### src/rtl/core/etu_pkg.sv
`default_nettype none
// ----------------------------------------------------------------------------
// etu_pkg
// Widths, calendar constants, reciprocal multipliers and small tables for the
// epoch seconds to UTC digits converter.
// ----------------------------------------------------------------------------
package etu_pkg;

  localparam int unsigned EpochW   = 38;
  localparam int unsigned YearW    = 14;
  localparam int unsigned MonthW   = 4;
  localparam int unsigned DayW     = 5;
  localparam int unsigned HourW    = 5;
  localparam int unsigned MinW     = 6;
  localparam int unsigned SecW     = 6;
  localparam int unsigned DateBcdW = 32;
  localparam int unsigned TimeBcdW = 22;

  localparam logic [EpochW-1:0] LastValidSec = 38'd253402300799;

  localparam int unsigned DayDiv    = 675;
  localparam int unsigned DayShift  = 31;
  localparam logic [21:0] DayMul    = 22'((64'd1 << DayShift) / DayDiv);

  localparam int unsigned EpochShift = 719468;
  localparam int unsigned EraDays    = 146097;
  localparam int unsigned EraShift   = 22;
  localparam logic [4:0]  EraMul     = 5'((64'd1 << EraShift) / EraDays);
  localparam int unsigned EraYears   = 400;

  localparam int unsigned HourSecs  = 3600;
  localparam int unsigned HourShift = 17;
  localparam logic [5:0]  HourMul   = 6'((64'd1 << HourShift) / HourSecs);

  localparam int unsigned MinSecs   = 60;
  localparam int unsigned MinShift  = 12;
  localparam logic [6:0]  MinMul    = 7'((64'd1 << MinShift) / MinSecs);

  localparam int unsigned LeapDiv   = 1460;
  localparam int unsigned LeapShift = 18;
  localparam logic [7:0]  LeapMul   = 8'((64'd1 << LeapShift) / LeapDiv);

  localparam int unsigned CentDays   = 36524;
  localparam int unsigned LastEraDay = 146096;

  localparam int unsigned YearDays  = 365;
  localparam int unsigned YearShift = 18;
  localparam logic [9:0]  YearMul   = 10'((64'd1 << YearShift) / YearDays);

  localparam int unsigned MonDiv    = 153;
  localparam int unsigned MonShift  = 12;
  localparam logic [4:0]  MonMul    = 5'((64'd1 << MonShift) / MonDiv);

  localparam int unsigned HundredDiv   = 100;
  localparam int unsigned HundredShift = 14;
  localparam logic [7:0]  HundredMul   = 8'((64'd1 << HundredShift) / HundredDiv);

  // two BCD digits of a value below one hundred
  function automatic logic [7:0] bcd2(input logic [6:0] v);
    logic [14:0] p;
    logic [3:0]  tens;
    logic [3:0]  ones;
    p    = 15'(v) * 15'(205);
    tens = p[14:11];
    ones = 4'(v - 7'(tens) * 7'(10));
    return {tens, ones};
  endfunction

  // first day of each March-based month within the year
  function automatic logic [8:0] mp_days(input logic [4:0] mp);
    logic [8:0] r;
    case (mp)
      5'd0:    r = 9'd0;
      5'd1:    r = 9'd31;
      5'd2:    r = 9'd61;
      5'd3:    r = 9'd92;
      5'd4:    r = 9'd122;
      5'd5:    r = 9'd153;
      5'd6:    r = 9'd184;
      5'd7:    r = 9'd214;
      5'd8:    r = 9'd245;
      5'd9:    r = 9'd275;
      5'd10:   r = 9'd306;
      5'd11:   r = 9'd337;
      default: r = 9'd0;
    endcase
    return r;
  endfunction

endpackage
`default_nettype wire

### src/rtl/core/etu_in_if.sv
`default_nettype none
// ----------------------------------------------------------------------------
// etu_in_if
// Request channel carrying one epoch timestamp in seconds.
// ----------------------------------------------------------------------------
interface etu_in_if import etu_pkg::*; ();
  logic              valid;
  logic              ready;
  logic [EpochW-1:0] epoch_seconds;

  modport source (output valid, output epoch_seconds, input ready);
  modport sink   (input valid, input epoch_seconds, output ready);
endinterface
`default_nettype wire

### src/rtl/core/etu_out_if.sv
`default_nettype none
// ----------------------------------------------------------------------------
// etu_out_if
// Result channel carrying the civil date, time of day and their BCD digits.
// ----------------------------------------------------------------------------
interface etu_out_if import etu_pkg::*; ();
  logic                valid;
  logic                ready;
  logic [YearW-1:0]    year;
  logic [MonthW-1:0]   month;
  logic [DayW-1:0]     day_of_month;
  logic [HourW-1:0]    hour;
  logic [MinW-1:0]     minute;
  logic [SecW-1:0]     second;
  logic [DateBcdW-1:0] date_bcd;
  logic [TimeBcdW-1:0] time_bcd;
  logic                out_of_range;

  modport source (
    output valid, output year, output month, output day_of_month, output hour,
    output minute, output second, output date_bcd, output time_bcd,
    output out_of_range, input ready
  );
  modport sink (
    input valid, input year, input month, input day_of_month, input hour,
    input minute, input second, input date_bcd, input time_bcd,
    input out_of_range, output ready
  );
endinterface
`default_nettype wire

### src/rtl/core/epoch_seconds_to_utc_digits.sv
`default_nettype none
// ----------------------------------------------------------------------------
// epoch_seconds_to_utc_digits
// Unix seconds to proleptic Gregorian UTC date, time of day and BCD digits.
// ----------------------------------------------------------------------------
// A fourteen-stage pipeline (stages 0 to 13) that takes a new request every
// cycle unless a stalled result holds it. Each division by a calendar
// constant other than the century counts, which use comparisons, is a
// multiplication by a truncated reciprocal in one stage followed by a
// compare-and-correct step on the quotient in the next. Timestamps past
// 9999-12-31T23:59:59 return out_of_range with all other fields zero. A
// stalled result holds in the last stage; each stage keeps its request until
// the one after it has room.
module epoch_seconds_to_utc_digits import etu_pkg::*; (
  input  wire logic  clk_i,
  input  wire logic  rst_ni,
  etu_in_if.sink     in_i,
  etu_out_if.source  out_o
);

  localparam int unsigned NumStg = 14;

  logic [NumStg-1:0] vld_q;
  logic [NumStg:0]   rdy;
  logic [NumStg-1:0] up_vld;
  logic [NumStg-1:0] ld;

  always_comb begin
    rdy[NumStg] = out_o.ready;
    for (int k = NumStg - 1; k >= 0; k--) begin
      rdy[k] = !vld_q[k] || rdy[k+1];
    end
    up_vld = {vld_q[NumStg-2:0], in_i.valid};
    ld     = rdy[NumStg-1:0] & up_vld;
  end

  always_ff @(posedge clk_i or negedge rst_ni) begin
    if (!rst_ni) begin
      vld_q <= '0;
    end else begin
      for (int k = 0; k < NumStg; k++) begin
        if (rdy[k]) begin
          vld_q[k] <= up_vld[k];
        end
      end
    end
  end

  assign in_i.ready  = rdy[0];
  assign out_o.valid = vld_q[NumStg-1];

  // stage 0
  logic [30:0] s0_x_d, s0_x_q;
  logic [6:0]  s0_lo_d, s0_lo_q;
  logic        s0_oor_d, s0_oor_q;
  logic [52:0] s0_p_d, s0_p_q;
  // stage 1
  logic [21:0] s1_days_d, s1_days_q;
  logic [16:0] s1_tod_d, s1_tod_q;
  logic        s1_oor_q;
  // stage 2
  logic [21:0] s2_z_d, s2_z_q;
  logic [26:0] s2_pe_d, s2_pe_q;
  logic [22:0] s2_ph_d, s2_ph_q;
  logic [16:0] s2_tod_q;
  logic        s2_oor_q;
  // stage 3
  logic [4:0]  s3_era_d, s3_era_q;
  logic [17:0] s3_doe_d, s3_doe_q;
  logic [4:0]  s3_hh_d, s3_hh_q;
  logic [11:0] s3_remh_d, s3_remh_q;
  logic        s3_oor_q;
  // stage 4
  logic [25:0] s4_pl_d, s4_pl_q;
  logic [2:0]  s4_cc_d, s4_cc_q;
  logic        s4_cl_d, s4_cl_q;
  logic [18:0] s4_pm_d, s4_pm_q;
  logic [4:0]  s4_era_q;
  logic [17:0] s4_doe_q;
  logic [4:0]  s4_hh_q;
  logic [11:0] s4_remh_q;
  logic        s4_oor_q;
  // stage 5
  logic [17:0] s5_n_d, s5_n_q;
  logic [5:0]  s5_mi_d, s5_mi_q;
  logic [5:0]  s5_ss_d, s5_ss_q;
  logic [4:0]  s5_era_q;
  logic [17:0] s5_doe_q;
  logic [4:0]  s5_hh_q;
  logic        s5_oor_q;
  // stage 6
  logic [27:0] s6_p_d, s6_p_q;
  logic [17:0] s6_n_q;
  logic [4:0]  s6_era_q;
  logic [17:0] s6_doe_q;
  logic [4:0]  s6_hh_q;
  logic [5:0]  s6_mi_q, s6_ss_q;
  logic        s6_oor_q;
  // stage 7
  logic [8:0]  s7_yoe_d, s7_yoe_q;
  logic [4:0]  s7_era_q;
  logic [17:0] s7_doe_q;
  logic [4:0]  s7_hh_q;
  logic [5:0]  s7_mi_q, s7_ss_q;
  logic        s7_oor_q;
  // stage 8
  logic [8:0]  s8_doy_d, s8_doy_q;
  logic [13:0] s8_y_d, s8_y_q;
  logic [4:0]  s8_hh_q;
  logic [5:0]  s8_mi_q, s8_ss_q;
  logic        s8_oor_q;
  // stage 9
  logic [11:0] s9_num_d, s9_num_q;
  logic [16:0] s9_p_d, s9_p_q;
  logic [8:0]  s9_doy_q;
  logic [13:0] s9_y_q;
  logic [4:0]  s9_hh_q;
  logic [5:0]  s9_mi_q, s9_ss_q;
  logic        s9_oor_q;
  // stage 10
  logic [13:0] s10_y_d, s10_y_q;
  logic [3:0]  s10_m_d, s10_m_q;
  logic [4:0]  s10_d_d, s10_d_q;
  logic [4:0]  s10_hh_q;
  logic [5:0]  s10_mi_q, s10_ss_q;
  logic        s10_oor_q;
  // stage 11
  logic [21:0] s11_p_d, s11_p_q;
  logic [15:0] s11_md_d, s11_md_q;
  logic [21:0] s11_t_d, s11_t_q;
  logic [13:0] s11_y_q;
  logic [3:0]  s11_m_q;
  logic [4:0]  s11_d_q;
  logic [4:0]  s11_hh_q;
  logic [5:0]  s11_mi_q, s11_ss_q;
  logic        s11_oor_q;
  // stage 12
  logic [6:0]  s12_hi_d, s12_hi_q;
  logic [6:0]  s12_lo_d, s12_lo_q;
  logic [15:0] s12_md_q;
  logic [21:0] s12_t_q;
  logic [13:0] s12_y_q;
  logic [3:0]  s12_m_q;
  logic [4:0]  s12_d_q;
  logic [4:0]  s12_hh_q;
  logic [5:0]  s12_mi_q, s12_ss_q;
  logic        s12_oor_q;
  // stage 13
  logic [YearW-1:0]    s13_year_d, s13_year_q;
  logic [MonthW-1:0]   s13_month_d, s13_month_q;
  logic [DayW-1:0]     s13_dom_d, s13_dom_q;
  logic [HourW-1:0]    s13_hour_d, s13_hour_q;
  logic [MinW-1:0]     s13_min_d, s13_min_q;
  logic [SecW-1:0]     s13_sec_d, s13_sec_q;
  logic [DateBcdW-1:0] s13_date_d, s13_date_q;
  logic [TimeBcdW-1:0] s13_time_d, s13_time_q;
  logic                s13_oor_q;

  always_comb begin
    logic [21:0] q_day;
    logic [10:0] r_day;
    logic [4:0]  q_era;
    logic [18:0] r_era;
    logic [5:0]  q_hr;
    logic [12:0] r_hr;
    logic [7:0]  q_lp;
    logic [11:0] r_lp;
    logic [6:0]  q_mi;
    logic [6:0]  r_mi;
    logic [9:0]  q_yr;
    logic [9:0]  r_yr;
    logic [1:0]  c100;
    logic [17:0] sub;
    logic [4:0]  q_mp;
    logic [8:0]  r_mp;
    logic [3:0]  m_t;
    logic [7:0]  q_hu;
    logic [7:0]  r_hu;
    logic [7:0]  hh_bcd;

    s0_x_d   = in_i.epoch_seconds[37:7];
    s0_lo_d  = in_i.epoch_seconds[6:0];
    s0_oor_d = in_i.epoch_seconds > LastValidSec;
    s0_p_d   = 53'(s0_x_d) * 53'(DayMul);

    q_day = s0_p_q[52:31];
    r_day = 11'(s0_x_q - 31'(q_day) * 31'(DayDiv));
    if (r_day >= 11'(DayDiv)) begin
      q_day = q_day + 22'd1;
      r_day = r_day - 11'(DayDiv);
    end
    s1_days_d = q_day;
    s1_tod_d  = {r_day[9:0], s0_lo_q};

    s2_z_d  = s1_days_q + 22'(EpochShift);
    s2_pe_d = 27'(s2_z_d) * 27'(EraMul);
    s2_ph_d = 23'(s1_tod_q) * 23'(HourMul);

    q_era = s2_pe_q[26:22];
    r_era = 19'(s2_z_q - 22'(q_era) * 22'(EraDays));
    if (r_era >= 19'(EraDays)) begin
      q_era = q_era + 5'd1;
      r_era = r_era - 19'(EraDays);
    end
    s3_era_d = q_era;
    s3_doe_d = r_era[17:0];
    q_hr = s2_ph_q[22:17];
    r_hr = 13'(s2_tod_q - 17'(q_hr) * 17'(HourSecs));
    if (r_hr >= 13'(HourSecs)) begin
      q_hr = q_hr + 6'd1;
      r_hr = r_hr - 13'(HourSecs);
    end
    s3_hh_d   = q_hr[4:0];
    s3_remh_d = r_hr[11:0];

    s4_pl_d = 26'(s3_doe_q) * 26'(LeapMul);
    s4_cc_d = {2'b0, s3_doe_q >= 18'(CentDays)}
            + {2'b0, s3_doe_q >= 18'(2 * CentDays)}
            + {2'b0, s3_doe_q >= 18'(3 * CentDays)}
            + {2'b0, s3_doe_q >= 18'(LastEraDay)};
    s4_cl_d = s3_doe_q == 18'(LastEraDay);
    s4_pm_d = 19'(s3_remh_q) * 19'(MinMul);

    q_lp = s4_pl_q[25:18];
    r_lp = 12'(s4_doe_q - 18'(q_lp) * 18'(LeapDiv));
    if (r_lp >= 12'(LeapDiv)) begin
      q_lp = q_lp + 8'd1;
    end
    s5_n_d = s4_doe_q - 18'(q_lp) + 18'(s4_cc_q) - 18'(s4_cl_q);
    q_mi = s4_pm_q[18:12];
    r_mi = 7'(s4_remh_q - 12'(q_mi) * 12'(MinSecs));
    if (r_mi >= 7'(MinSecs)) begin
      q_mi = q_mi + 7'd1;
      r_mi = r_mi - 7'(MinSecs);
    end
    s5_mi_d = q_mi[5:0];
    s5_ss_d = r_mi[5:0];

    s6_p_d = 28'(s5_n_q) * 28'(YearMul);

    q_yr = s6_p_q[27:18];
    r_yr = 10'(s6_n_q - 18'(q_yr) * 18'(YearDays));
    if (r_yr >= 10'(YearDays)) begin
      q_yr = q_yr + 10'd1;
    end
    s7_yoe_d = q_yr[8:0];

    c100 = {1'b0, s7_yoe_q >= 9'd100} + {1'b0, s7_yoe_q >= 9'd200}
         + {1'b0, s7_yoe_q >= 9'd300};
    sub = 18'(s7_yoe_q) * 18'(YearDays) + 18'(s7_yoe_q[8:2]) - 18'(c100);
    s8_doy_d = 9'(s7_doe_q - sub);
    s8_y_d   = 14'(s7_yoe_q) + 14'(s7_era_q) * 14'(EraYears);

    s9_num_d = 12'(s8_doy_q) * 12'(5) + 12'd2;
    s9_p_d   = 17'(s9_num_d) * 17'(MonMul);

    q_mp = s9_p_q[16:12];
    r_mp = 9'(s9_num_q - 12'(q_mp) * 12'(MonDiv));
    if (r_mp >= 9'(MonDiv)) begin
      q_mp = q_mp + 5'd1;
    end
    s10_d_d = 5'(s9_doy_q - mp_days(q_mp) + 9'd1);
    m_t     = (q_mp < 5'd10) ? 4'(q_mp + 5'd3) : 4'(q_mp - 5'd9);
    s10_m_d = m_t;
    s10_y_d = (m_t <= 4'd2) ? s9_y_q + 14'd1 : s9_y_q;

    s11_p_d  = 22'(s10_y_q) * 22'(HundredMul);
    s11_md_d = {bcd2(7'(s10_m_q)), bcd2(7'(s10_d_q))};
    hh_bcd   = bcd2(7'(s10_hh_q));
    s11_t_d  = {hh_bcd[5:0], bcd2(7'(s10_mi_q)), bcd2(7'(s10_ss_q))};

    q_hu = s11_p_q[21:14];
    r_hu = 8'(s11_y_q - 14'(q_hu) * 14'(HundredDiv));
    if (r_hu >= 8'(HundredDiv)) begin
      q_hu = q_hu + 8'd1;
      r_hu = r_hu - 8'(HundredDiv);
    end
    s12_hi_d = q_hu[6:0];
    s12_lo_d = r_hu[6:0];

    if (s12_oor_q) begin
      s13_year_d  = '0;
      s13_month_d = '0;
      s13_dom_d   = '0;
      s13_hour_d  = '0;
      s13_min_d   = '0;
      s13_sec_d   = '0;
      s13_date_d  = '0;
      s13_time_d  = '0;
    end else begin
      s13_year_d  = s12_y_q;
      s13_month_d = s12_m_q;
      s13_dom_d   = s12_d_q;
      s13_hour_d  = s12_hh_q;
      s13_min_d   = s12_mi_q;
      s13_sec_d   = s12_ss_q;
      s13_date_d  = {bcd2(s12_hi_q), bcd2(s12_lo_q), s12_md_q};
      s13_time_d  = s12_t_q;
    end
  end

  always_ff @(posedge clk_i) begin
    if (ld[0]) begin
      s0_x_q   <= s0_x_d;
      s0_lo_q  <= s0_lo_d;
      s0_oor_q <= s0_oor_d;
      s0_p_q   <= s0_p_d;
    end
    if (ld[1]) begin
      s1_days_q <= s1_days_d;
      s1_tod_q  <= s1_tod_d;
      s1_oor_q  <= s0_oor_q;
    end
    if (ld[2]) begin
      s2_z_q   <= s2_z_d;
      s2_pe_q  <= s2_pe_d;
      s2_ph_q  <= s2_ph_d;
      s2_tod_q <= s1_tod_q;
      s2_oor_q <= s1_oor_q;
    end
    if (ld[3]) begin
      s3_era_q  <= s3_era_d;
      s3_doe_q  <= s3_doe_d;
      s3_hh_q   <= s3_hh_d;
      s3_remh_q <= s3_remh_d;
      s3_oor_q  <= s2_oor_q;
    end
    if (ld[4]) begin
      s4_pl_q   <= s4_pl_d;
      s4_cc_q   <= s4_cc_d;
      s4_cl_q   <= s4_cl_d;
      s4_pm_q   <= s4_pm_d;
      s4_era_q  <= s3_era_q;
      s4_doe_q  <= s3_doe_q;
      s4_hh_q   <= s3_hh_q;
      s4_remh_q <= s3_remh_q;
      s4_oor_q  <= s3_oor_q;
    end
    if (ld[5]) begin
      s5_n_q   <= s5_n_d;
      s5_mi_q  <= s5_mi_d;
      s5_ss_q  <= s5_ss_d;
      s5_era_q <= s4_era_q;
      s5_doe_q <= s4_doe_q;
      s5_hh_q  <= s4_hh_q;
      s5_oor_q <= s4_oor_q;
    end
    if (ld[6]) begin
      s6_p_q   <= s6_p_d;
      s6_n_q   <= s5_n_q;
      s6_era_q <= s5_era_q;
      s6_doe_q <= s5_doe_q;
      s6_hh_q  <= s5_hh_q;
      s6_mi_q  <= s5_mi_q;
      s6_ss_q  <= s5_ss_q;
      s6_oor_q <= s5_oor_q;
    end
    if (ld[7]) begin
      s7_yoe_q <= s7_yoe_d;
      s7_era_q <= s6_era_q;
      s7_doe_q <= s6_doe_q;
      s7_hh_q  <= s6_hh_q;
      s7_mi_q  <= s6_mi_q;
      s7_ss_q  <= s6_ss_q;
      s7_oor_q <= s6_oor_q;
    end
    if (ld[8]) begin
      s8_doy_q <= s8_doy_d;
      s8_y_q   <= s8_y_d;
      s8_hh_q  <= s7_hh_q;
      s8_mi_q  <= s7_mi_q;
      s8_ss_q  <= s7_ss_q;
      s8_oor_q <= s7_oor_q;
    end
    if (ld[9]) begin
      s9_num_q <= s9_num_d;
      s9_p_q   <= s9_p_d;
      s9_doy_q <= s8_doy_q;
      s9_y_q   <= s8_y_q;
      s9_hh_q  <= s8_hh_q;
      s9_mi_q  <= s8_mi_q;
      s9_ss_q  <= s8_ss_q;
      s9_oor_q <= s8_oor_q;
    end
    if (ld[10]) begin
      s10_y_q   <= s10_y_d;
      s10_m_q   <= s10_m_d;
      s10_d_q   <= s10_d_d;
      s10_hh_q  <= s9_hh_q;
      s10_mi_q  <= s9_mi_q;
      s10_ss_q  <= s9_ss_q;
      s10_oor_q <= s9_oor_q;
    end
    if (ld[11]) begin
      s11_p_q   <= s11_p_d;
      s11_md_q  <= s11_md_d;
      s11_t_q   <= s11_t_d;
      s11_y_q   <= s10_y_q;
      s11_m_q   <= s10_m_q;
      s11_d_q   <= s10_d_q;
      s11_hh_q  <= s10_hh_q;
      s11_mi_q  <= s10_mi_q;
      s11_ss_q  <= s10_ss_q;
      s11_oor_q <= s10_oor_q;
    end
    if (ld[12]) begin
      s12_hi_q  <= s12_hi_d;
      s12_lo_q  <= s12_lo_d;
      s12_md_q  <= s11_md_q;
      s12_t_q   <= s11_t_q;
      s12_y_q   <= s11_y_q;
      s12_m_q   <= s11_m_q;
      s12_d_q   <= s11_d_q;
      s12_hh_q  <= s11_hh_q;
      s12_mi_q  <= s11_mi_q;
      s12_ss_q  <= s11_ss_q;
      s12_oor_q <= s11_oor_q;
    end
    if (ld[13]) begin
      s13_year_q  <= s13_year_d;
      s13_month_q <= s13_month_d;
      s13_dom_q   <= s13_dom_d;
      s13_hour_q  <= s13_hour_d;
      s13_min_q   <= s13_min_d;
      s13_sec_q   <= s13_sec_d;
      s13_date_q  <= s13_date_d;
      s13_time_q  <= s13_time_d;
      s13_oor_q   <= s12_oor_q;
    end
  end

  assign out_o.year         = s13_year_q;
  assign out_o.month        = s13_month_q;
  assign out_o.day_of_month = s13_dom_q;
  assign out_o.hour         = s13_hour_q;
  assign out_o.minute       = s13_min_q;
  assign out_o.second       = s13_sec_q;
  assign out_o.date_bcd     = s13_date_q;
  assign out_o.time_bcd     = s13_time_q;
  assign out_o.out_of_range = s13_oor_q;

endmodule
`default_nettype wire
### src/flat_wrapper.sv
// flat-port wrapper written by rule: the top's interface ports become plain ports
module epoch_seconds_to_utc_digits_flat import etu_pkg::*;
  (clk_i, rst_ni, in_i_valid, in_i_epoch_seconds, in_i_ready, out_o_valid, out_o_year, out_o_month, out_o_day_of_month, out_o_hour, out_o_minute, out_o_second, out_o_date_bcd, out_o_time_bcd, out_o_out_of_range, out_o_ready);
  etu_in_if in_i_i ();
  etu_out_if out_o_i ();
  input  wire logic clk_i;
  input  wire logic rst_ni;
  input wire logic [$bits(in_i_i.valid)-1:0] in_i_valid;
  input wire logic [$bits(in_i_i.epoch_seconds)-1:0] in_i_epoch_seconds;
  output wire logic [$bits(in_i_i.ready)-1:0] in_i_ready;
  output wire logic [$bits(out_o_i.valid)-1:0] out_o_valid;
  output wire logic [$bits(out_o_i.year)-1:0] out_o_year;
  output wire logic [$bits(out_o_i.month)-1:0] out_o_month;
  output wire logic [$bits(out_o_i.day_of_month)-1:0] out_o_day_of_month;
  output wire logic [$bits(out_o_i.hour)-1:0] out_o_hour;
  output wire logic [$bits(out_o_i.minute)-1:0] out_o_minute;
  output wire logic [$bits(out_o_i.second)-1:0] out_o_second;
  output wire logic [$bits(out_o_i.date_bcd)-1:0] out_o_date_bcd;
  output wire logic [$bits(out_o_i.time_bcd)-1:0] out_o_time_bcd;
  output wire logic [$bits(out_o_i.out_of_range)-1:0] out_o_out_of_range;
  input wire logic [$bits(out_o_i.ready)-1:0] out_o_ready;
  assign in_i_i.valid = in_i_valid;
  assign in_i_i.epoch_seconds = in_i_epoch_seconds;
  assign in_i_ready = in_i_i.ready;
  assign out_o_valid = out_o_i.valid;
  assign out_o_year = out_o_i.year;
  assign out_o_month = out_o_i.month;
  assign out_o_day_of_month = out_o_i.day_of_month;
  assign out_o_hour = out_o_i.hour;
  assign out_o_minute = out_o_i.minute;
  assign out_o_second = out_o_i.second;
  assign out_o_date_bcd = out_o_i.date_bcd;
  assign out_o_time_bcd = out_o_i.time_bcd;
  assign out_o_out_of_range = out_o_i.out_of_range;
  assign out_o_i.ready = out_o_ready;
  epoch_seconds_to_utc_digits u_core (.clk_i(clk_i), .rst_ni(rst_ni), .in_i(in_i_i), .out_o(out_o_i));
endmodule
### config.mk
export PLATFORM = sky130hd
export DESIGN_NAME = epoch_seconds_to_utc_digits_flat
export DESIGN_NICKNAME = d
export VERILOG_FILES = /design/src/rtl/core/etu_pkg.sv /design/src/rtl/core/etu_in_if.sv /design/src/rtl/core/etu_out_if.sv /design/src/rtl/core/epoch_seconds_to_utc_digits.sv /design/src/flat_wrapper.sv
export SDC_FILE = /design/constraint.sdc
export NUM_CORES = 2
export LEC_CHECK = 0
export BUFFER_PORTS_ARGS = -buffer_cell sky130_fd_sc_hd__buf_2
export CAP_MARGIN = 20
export CORE_UTILIZATION = 53
export CTS_CLUSTER_SIZE = 8
export DETAILED_ROUTE_END_ITERATION = 8
export GPL_ROUTABILITY_DRIVEN = 0
export GPL_TIMING_DRIVEN = 1
export MAX_ROUTING_LAYER = met4
export PLACE_DENSITY = 0.69
export SLEW_MARGIN = 40
export SYNTH_ARGS = -nofsm -noshare
export SYNTH_HDL_FRONTEND = slang
export SYNTH_SLANG_ARGS = --single-unit
### constraint.sdc
create_clock -name clk_i -period 9.4 [get_ports clk_i]
set_clock_uncertainty 0.1 [all_clocks]
set_input_delay 0.47 -clock clk_i [delete_from_list [all_inputs] [get_ports clk_i]]
set_output_delay 0.47 -clock clk_i [all_outputs]
set_load 0.005 [all_outputs]
## Word level (Yosys, flattened, before mapping)

Memories as Yosys holds them, arrays and structs flattened.
Cells that the tools add are included.

| storage, ports and cells | value |
|---|---|
| flip-flop bits (word level) | 901 |
| ROM bits | 144 |
| bits of input ports | 42 |
| word-level logic and storage cells | 258 |
| memories | 1 |

Memory list:

| name | depth | bits a word | rd ports | clocked after memory_dff | write ports | line | text |
|---|---|---|---|---|---|---|---|
| (name not given) | 16 | 9 | 1 | 0 | 0 | etu_pkg.sv:72 | `case (mp)` |

| operators by class | value |
|---|---|
| add/sub/neg operators | 47 |
| $mul | 33 |
| order comparisons | 18 |
| equality and inequality tests | 1 |
| multiplexer cells | 16 |
| bitwise logic cells | 1 |
| reductions and logical operators | 28 |

Operators with widths:

| cell | number |
|---|---|
| multiplier 31 x 22 -> 53 bit (second input constant) | 1 |
| greater-than comparator 38 bit (second input constant) | 1 |
| >= comparator 18 x 17 -> 1 bit (second input constant) | 2 |
| multiplier 7 x 8 -> 15 bit (second input constant) | 2 |
| multiplier 6 x 8 -> 14 bit (second input constant) | 2 |
| subtractor 4 bit | 7 |
| multiplier 18 x 9 -> 27 bit (second input constant) | 1 |
| multiplier 18 x 8 -> 26 bit (second input constant) | 1 |
| multiplier 5 x 8 -> 13 bit (second input constant) | 2 |
| multiplier 22 x 3 -> 25 bit (second input constant) | 1 |
| adder 22 x 1 -> 22 bit (second input constant) | 1 |
| adder 22 x 20 -> 22 bit (second input constant) | 1 |
| multiplier 14 x 8 -> 22 bit (second input constant) | 1 |
| multiplier 22 x 10 -> 11 bit (second input constant) | 1 |
| two-way mux 22 bit | 1 |
| multiplier 17 x 4 -> 21 bit (second input constant) | 1 |
| adder 5 x 1 -> 5 bit (second input constant) | 4 |
| two-way mux 5 bit | 4 |
| >= comparator 19 x 18 -> 1 bit (second input constant) | 1 |
| multiplier 5 x 18 -> 19 bit (second input constant) | 1 |
| subtractor 19 bit | 1 |
| adder 18 x 3 -> 18 bit | 1 |
| == test 18 bit (second input constant) | 1 |
| >= comparator 18 x 16 -> 1 bit (second input constant) | 1 |
| 69 further kinds | 104 |

## Longest topological paths before layout

| depth | value |
|---|---|
| depth after elaboration | 16 |
| depth in mapped cells | 32 |
| depth with buffers taken out | 31 |

## Least setup slack after synthesis

No wires, ideal clock.

| timing | value |
|---|---|
| path kind | reg-to-reg |
| start | register u_core.s4_pl_q[23] |
| end | register u_core.s5_n_q[16], data pin |
| setup time | 0.195 ns |
| arrival time | 7.466 ns |
| data required time | 9.105 ns |
| path slack | 1.639 ns |
| stages on the path, launching flop included | 31 |
| path buffers | 1 |
| cell sequence | edfxtp_1 > ha_1 > inv_1 > fa_1 > inv_1 > fa_1 > inv_1 > fa_1 > inv_1 > ha_1 > xor2_1 > ha_1 > a21o_1 > or3_1 > o2bb2a_1 > clkbuf_1 > xnor2_1 > fa_1 > fa_1 > inv_1 > ha_1 > fa_1 > a21o_1 > a21oi_1 > nor2b_1 > o21ai_0 > a211o_1 > a311oi_1 > o21a_1 > o21a_1 > o311ai_0 |

| on the way | value |
|---|---|
| word-level cells in the longest chain between the ends | 7 |
| elaborated cells on any way between the ends | 8 |

Ends and longest elaborated chain:

| item | line | text |
|---|---|---|
| start, declared | epoch_seconds_to_utc_digits.sv:74 | `logic [25:0] s4_pl_d, s4_pl_q;` |
| start signal, assigned | epoch_seconds_to_utc_digits.sv:329 | `s4_pl_q <= s4_pl_d;` |
| multiplier 8 x 9 -> 10 bit | epoch_seconds_to_utc_digits.sv:225 | `r_lp = 12'(s4_doe_q - 18'(q_lp) * 18'(LeapDiv));` |
| subtractor 12 bit | epoch_seconds_to_utc_digits.sv:225 |  |
| >= comparator 12 x 11 -> 1 bit | epoch_seconds_to_utc_digits.sv:226 | `if (r_lp >= 12'(LeapDiv)) begin` |
| two-way mux 8 bit * | epoch_seconds_to_utc_digits.sv:226 |  |
| subtractor 18 x 8 -> 18 bit * | epoch_seconds_to_utc_digits.sv:229 | `s5_n_d = s4_doe_q - 18'(q_lp) + 18'(s4_cc_q) - 18'(s4_cl_q);` |
| adder 18 x 3 -> 18 bit * | epoch_seconds_to_utc_digits.sv:229 |  |
| subtractor 18 x 1 -> 18 bit * | epoch_seconds_to_utc_digits.sv:229 |  |
| via u_core.s5_n_d[16] | epoch_seconds_to_utc_digits.sv:84 | `logic [17:0] s5_n_d, s5_n_q;` |
| end signal, assigned | epoch_seconds_to_utc_digits.sv:340 | `s5_n_q <= s5_n_d;` |
| end, declared | epoch_seconds_to_utc_digits.sv:84 |  |

Mark *: on every way through the listed nets, which the timed path passes. The rest lies on a longest branch.
A chain may end at the register's enable or synchronous reset.

## Worst setup path after layout

Same ends and word-level chain as after synthesis.

==> impl_metrics.yaml <==
drt:
  num_vias: 35686
  drc: 22
  drt_iter0_markers: 1276
  antenna_left: 0
  vias_per_cell: 5.14
  firstDrtPassIters: 9
  wl_per_cell_um: 15.2
  wl_um: 105000
clock_tree:
  cts_hold_buf: 9
  cts_resized: 0
  cts_root_buf: "clkbuf_16"
  tritoncts: "built"
  clk_pin_slew_worst_paths_ns: 0.05
  htree_levels: 3
  clock_latency_ns: 0.70
  clockBufferDepth: 3
  clock_sinks: 745
  postCtsSetupRepairBufs: 0
  cts_buffers: 105
finish:
  final_cell_mix: "1173 x ha_1, 1105 x inv_1, 731 x edfxtp_1"
  drive_above_1_share_pct: 6.26
  antenna-diode-count: 0
  area_delta_synth_final_pct: 9.48
  multi_input_area_um2: 34900
  post-route-util_pct: 58.6
  finish.net_count: 7056
  fill_cells: 9219
  seq_area_um2: 22300
  final_common_cell: "ha_1"
global_route:
  grt_max_degree: 83
  grt_pass1_wl_um: 181000
  antenna_found_initial: 0
  grt_pass1_vias: 37489
  grt_use_total_pct: 19.4
  overflow: 0
worst_hold_path:
  worstHoldPathCells: 4
  min_from: "out_o_ready"
  holdCritPathClass: "input pin to flop"
  hold_end: "u_core.vld_q[12]"
setup_path:
  r2r_cells: 29
  worstPathRequired_ns: 9.76
  slowest_delay_ns: 0.54
  cp.arrival_ns: 8.66
  rrSetupSlack_ns: 1.10
  crit_path_start: "u_core.s4_pl_q[23]"
  path_max_fanout: 8
  worstReg2RegStart: "u_core.s4_pl_q[23]"
  endpoint_kind: "flop"
  path_common_cell: "fa_1"
  critical_path_class: "flop to flop"
  reg2reg_to: "u_core.s5_n_q[16]"
  slowest_stage: "fa_1"
  setup.worst_path.start_class: "flop"
sta:
  max_freq_mhz: 120
  min_period_ns: 8.30
  setup_viol: 0
  fin_setup_tns_ns: 0
  slew_violations: 0
  post-route-period-util_pct: 88.3
  slew_headroom_pct: 46.2
  final-hold-violation-count: 0
  tightest_slew_ns: 0.802
  hold_ws_ns: 0.0595
  timing.final.ws_setup_ns: 1.10
  grt_setup_unrepaired: "no"
outcome:
  status: "complete, but fails checks"
  failed_checks: "design-rule violations"
die:
  start_util_pct: 53.5
  die-area_um2: 117000
  ios: 139
  core_area_um2: 115000
  num_rows: 124
  fp.dieH_um: 342
  die_x_um: 342
synthesis:
  synth-compound-area-share_pct: 5.59
  synth_area_per_cell_um2: 11.9
  synthArstFlopShare_pct: 1.88
  synth_top_family_by_area: "adder cells"
  synth_warnings: 0
  yosys.area_share.simple_pct: 5.72
  synth_cell_types: 81
  synth_enable_flop_cells: 731
  muxShareOfSynthArea_pct: 0.265
  netlist_area_um2: 61400
  synthXorXnorAreaFrac_pct: 5.90
  yosys_register_bits: 745
  syn_inst: 5142
  synth_fa_ha_area_share_pct: 39.1
  yosysSeqAreaShare_pct: 36.3
  synth_ff_type: "edfxtp_1"
placement:
  dp_slack_ns: 1.12
  dp_hpwl_um: 84600
  io_buffers: 131
job:
  drv_cap: 0
==> worst max path at each step <==
stage	endpoint	slack, ns	cells past startpoint
floorplan	u_core.s5_n_q[16]	1.64	30
global placement	u_core.s5_n_q[16]	1.26	29
detailed placement	u_core.s5_n_q[16]	1.12	29
CTS	u_core.s5_n_q[16]	1.08	29
global route	u_core.s5_n_q[16]	0.61	29
finish	u_core.s5_n_q[16]	1.10	29
==> flip-flops by register name, summed over array words and instances (netlist names), 17 cells and up <==
register / cells
u_core.s11_t_q: 17
u_core.s1_tod_q: 17
u_core.out_o.time_bcd: 17
u_core.s12_t_q: 17
u_core.s3_doe_q: 18
u_core.s1_days_q: 22
u_core.s5_n_q: 18
u_core.out_o.date_bcd: 24
u_core.s0_p_q: 26
u_core.s4_doe_q: 18
u_core.s2_z_q: 19
==> synthesized netlist by cell type (all sizes together), types with 19 or more instances <==
master	instances	area (um^2)
ha	1173	14700
inv	1105	4150
edfxtp	731	22000
fa	466	9330
xnor2	277	2430
nand2	150	603
a21oi	137	686
xor2	134	1200
nor2	121	454
nor2b	105	657
o21ai	99	495
a21o	74	563
nand3	57	290
nor3	51	255
nand4	37	231
nand2b	33	206
o21a	33	248
and3	26	163
or2	21	131
o21bai	20	150
buf	19	138
==> through the flow <==
stage / cells / cell area (um^2)
4_1_cts: 6943 / 67200
2_1_floorplan: 5148 / 61400
3_5_place_dp: 6771 / 64000
6_report: 6943 / 67200
3_3_place_gp: 6768 / 63900
5_1_grt: 6943 / 67200
==> per-layer routing <==
layer  global-route usage, %  share of wire [%]  routed length, um
met4                    4.73                1.9               1960
met2                    33.9                 51              53700
met5                       -                  0                  0
met3                    2.05                2.4               2540
met1                    24.1                 45              47200
==> cells by family (layout without fill, tap and decap cells) <==
group,Yosys count,after routing
adder cells (fa/ha/maj),1639,1639
AO/OA/AOI/OAI,516,516
buffers and inverters,1142,1425
multiplexers,15,15
other,1,7
flip-flops,745,745
AND/OR/NAND/NOR,673,673
XOR/XNOR,411,411
==> critical path, delay by kind of cell (launching register included) <==
family | cells | cell delay [ns]
fa+ha+maj | 10 | 4.10
compound gates | 10 | 2.44
flops | 1 | 0.48
xor+xnor | 2 | 0.36
simple gates | 2 | 0.36
buf+inv | 5 | 0.26
==> final cells by class <==
class | count | share of cell area (%)
clock inverter | 12 | 0.428
multi-input combinational | 3261 | 51.9
tap | 1512 | 2.81
sequential | 745 | 33.2
inverter | 1105 | 6.17
clock buffer | 151 | 4.17
timing repair buffer | 157 | 1.38
Power is left out: the tool's default activity adds up to more than one toggle a clock period on the data nets, which glitch-free logic cannot reach.
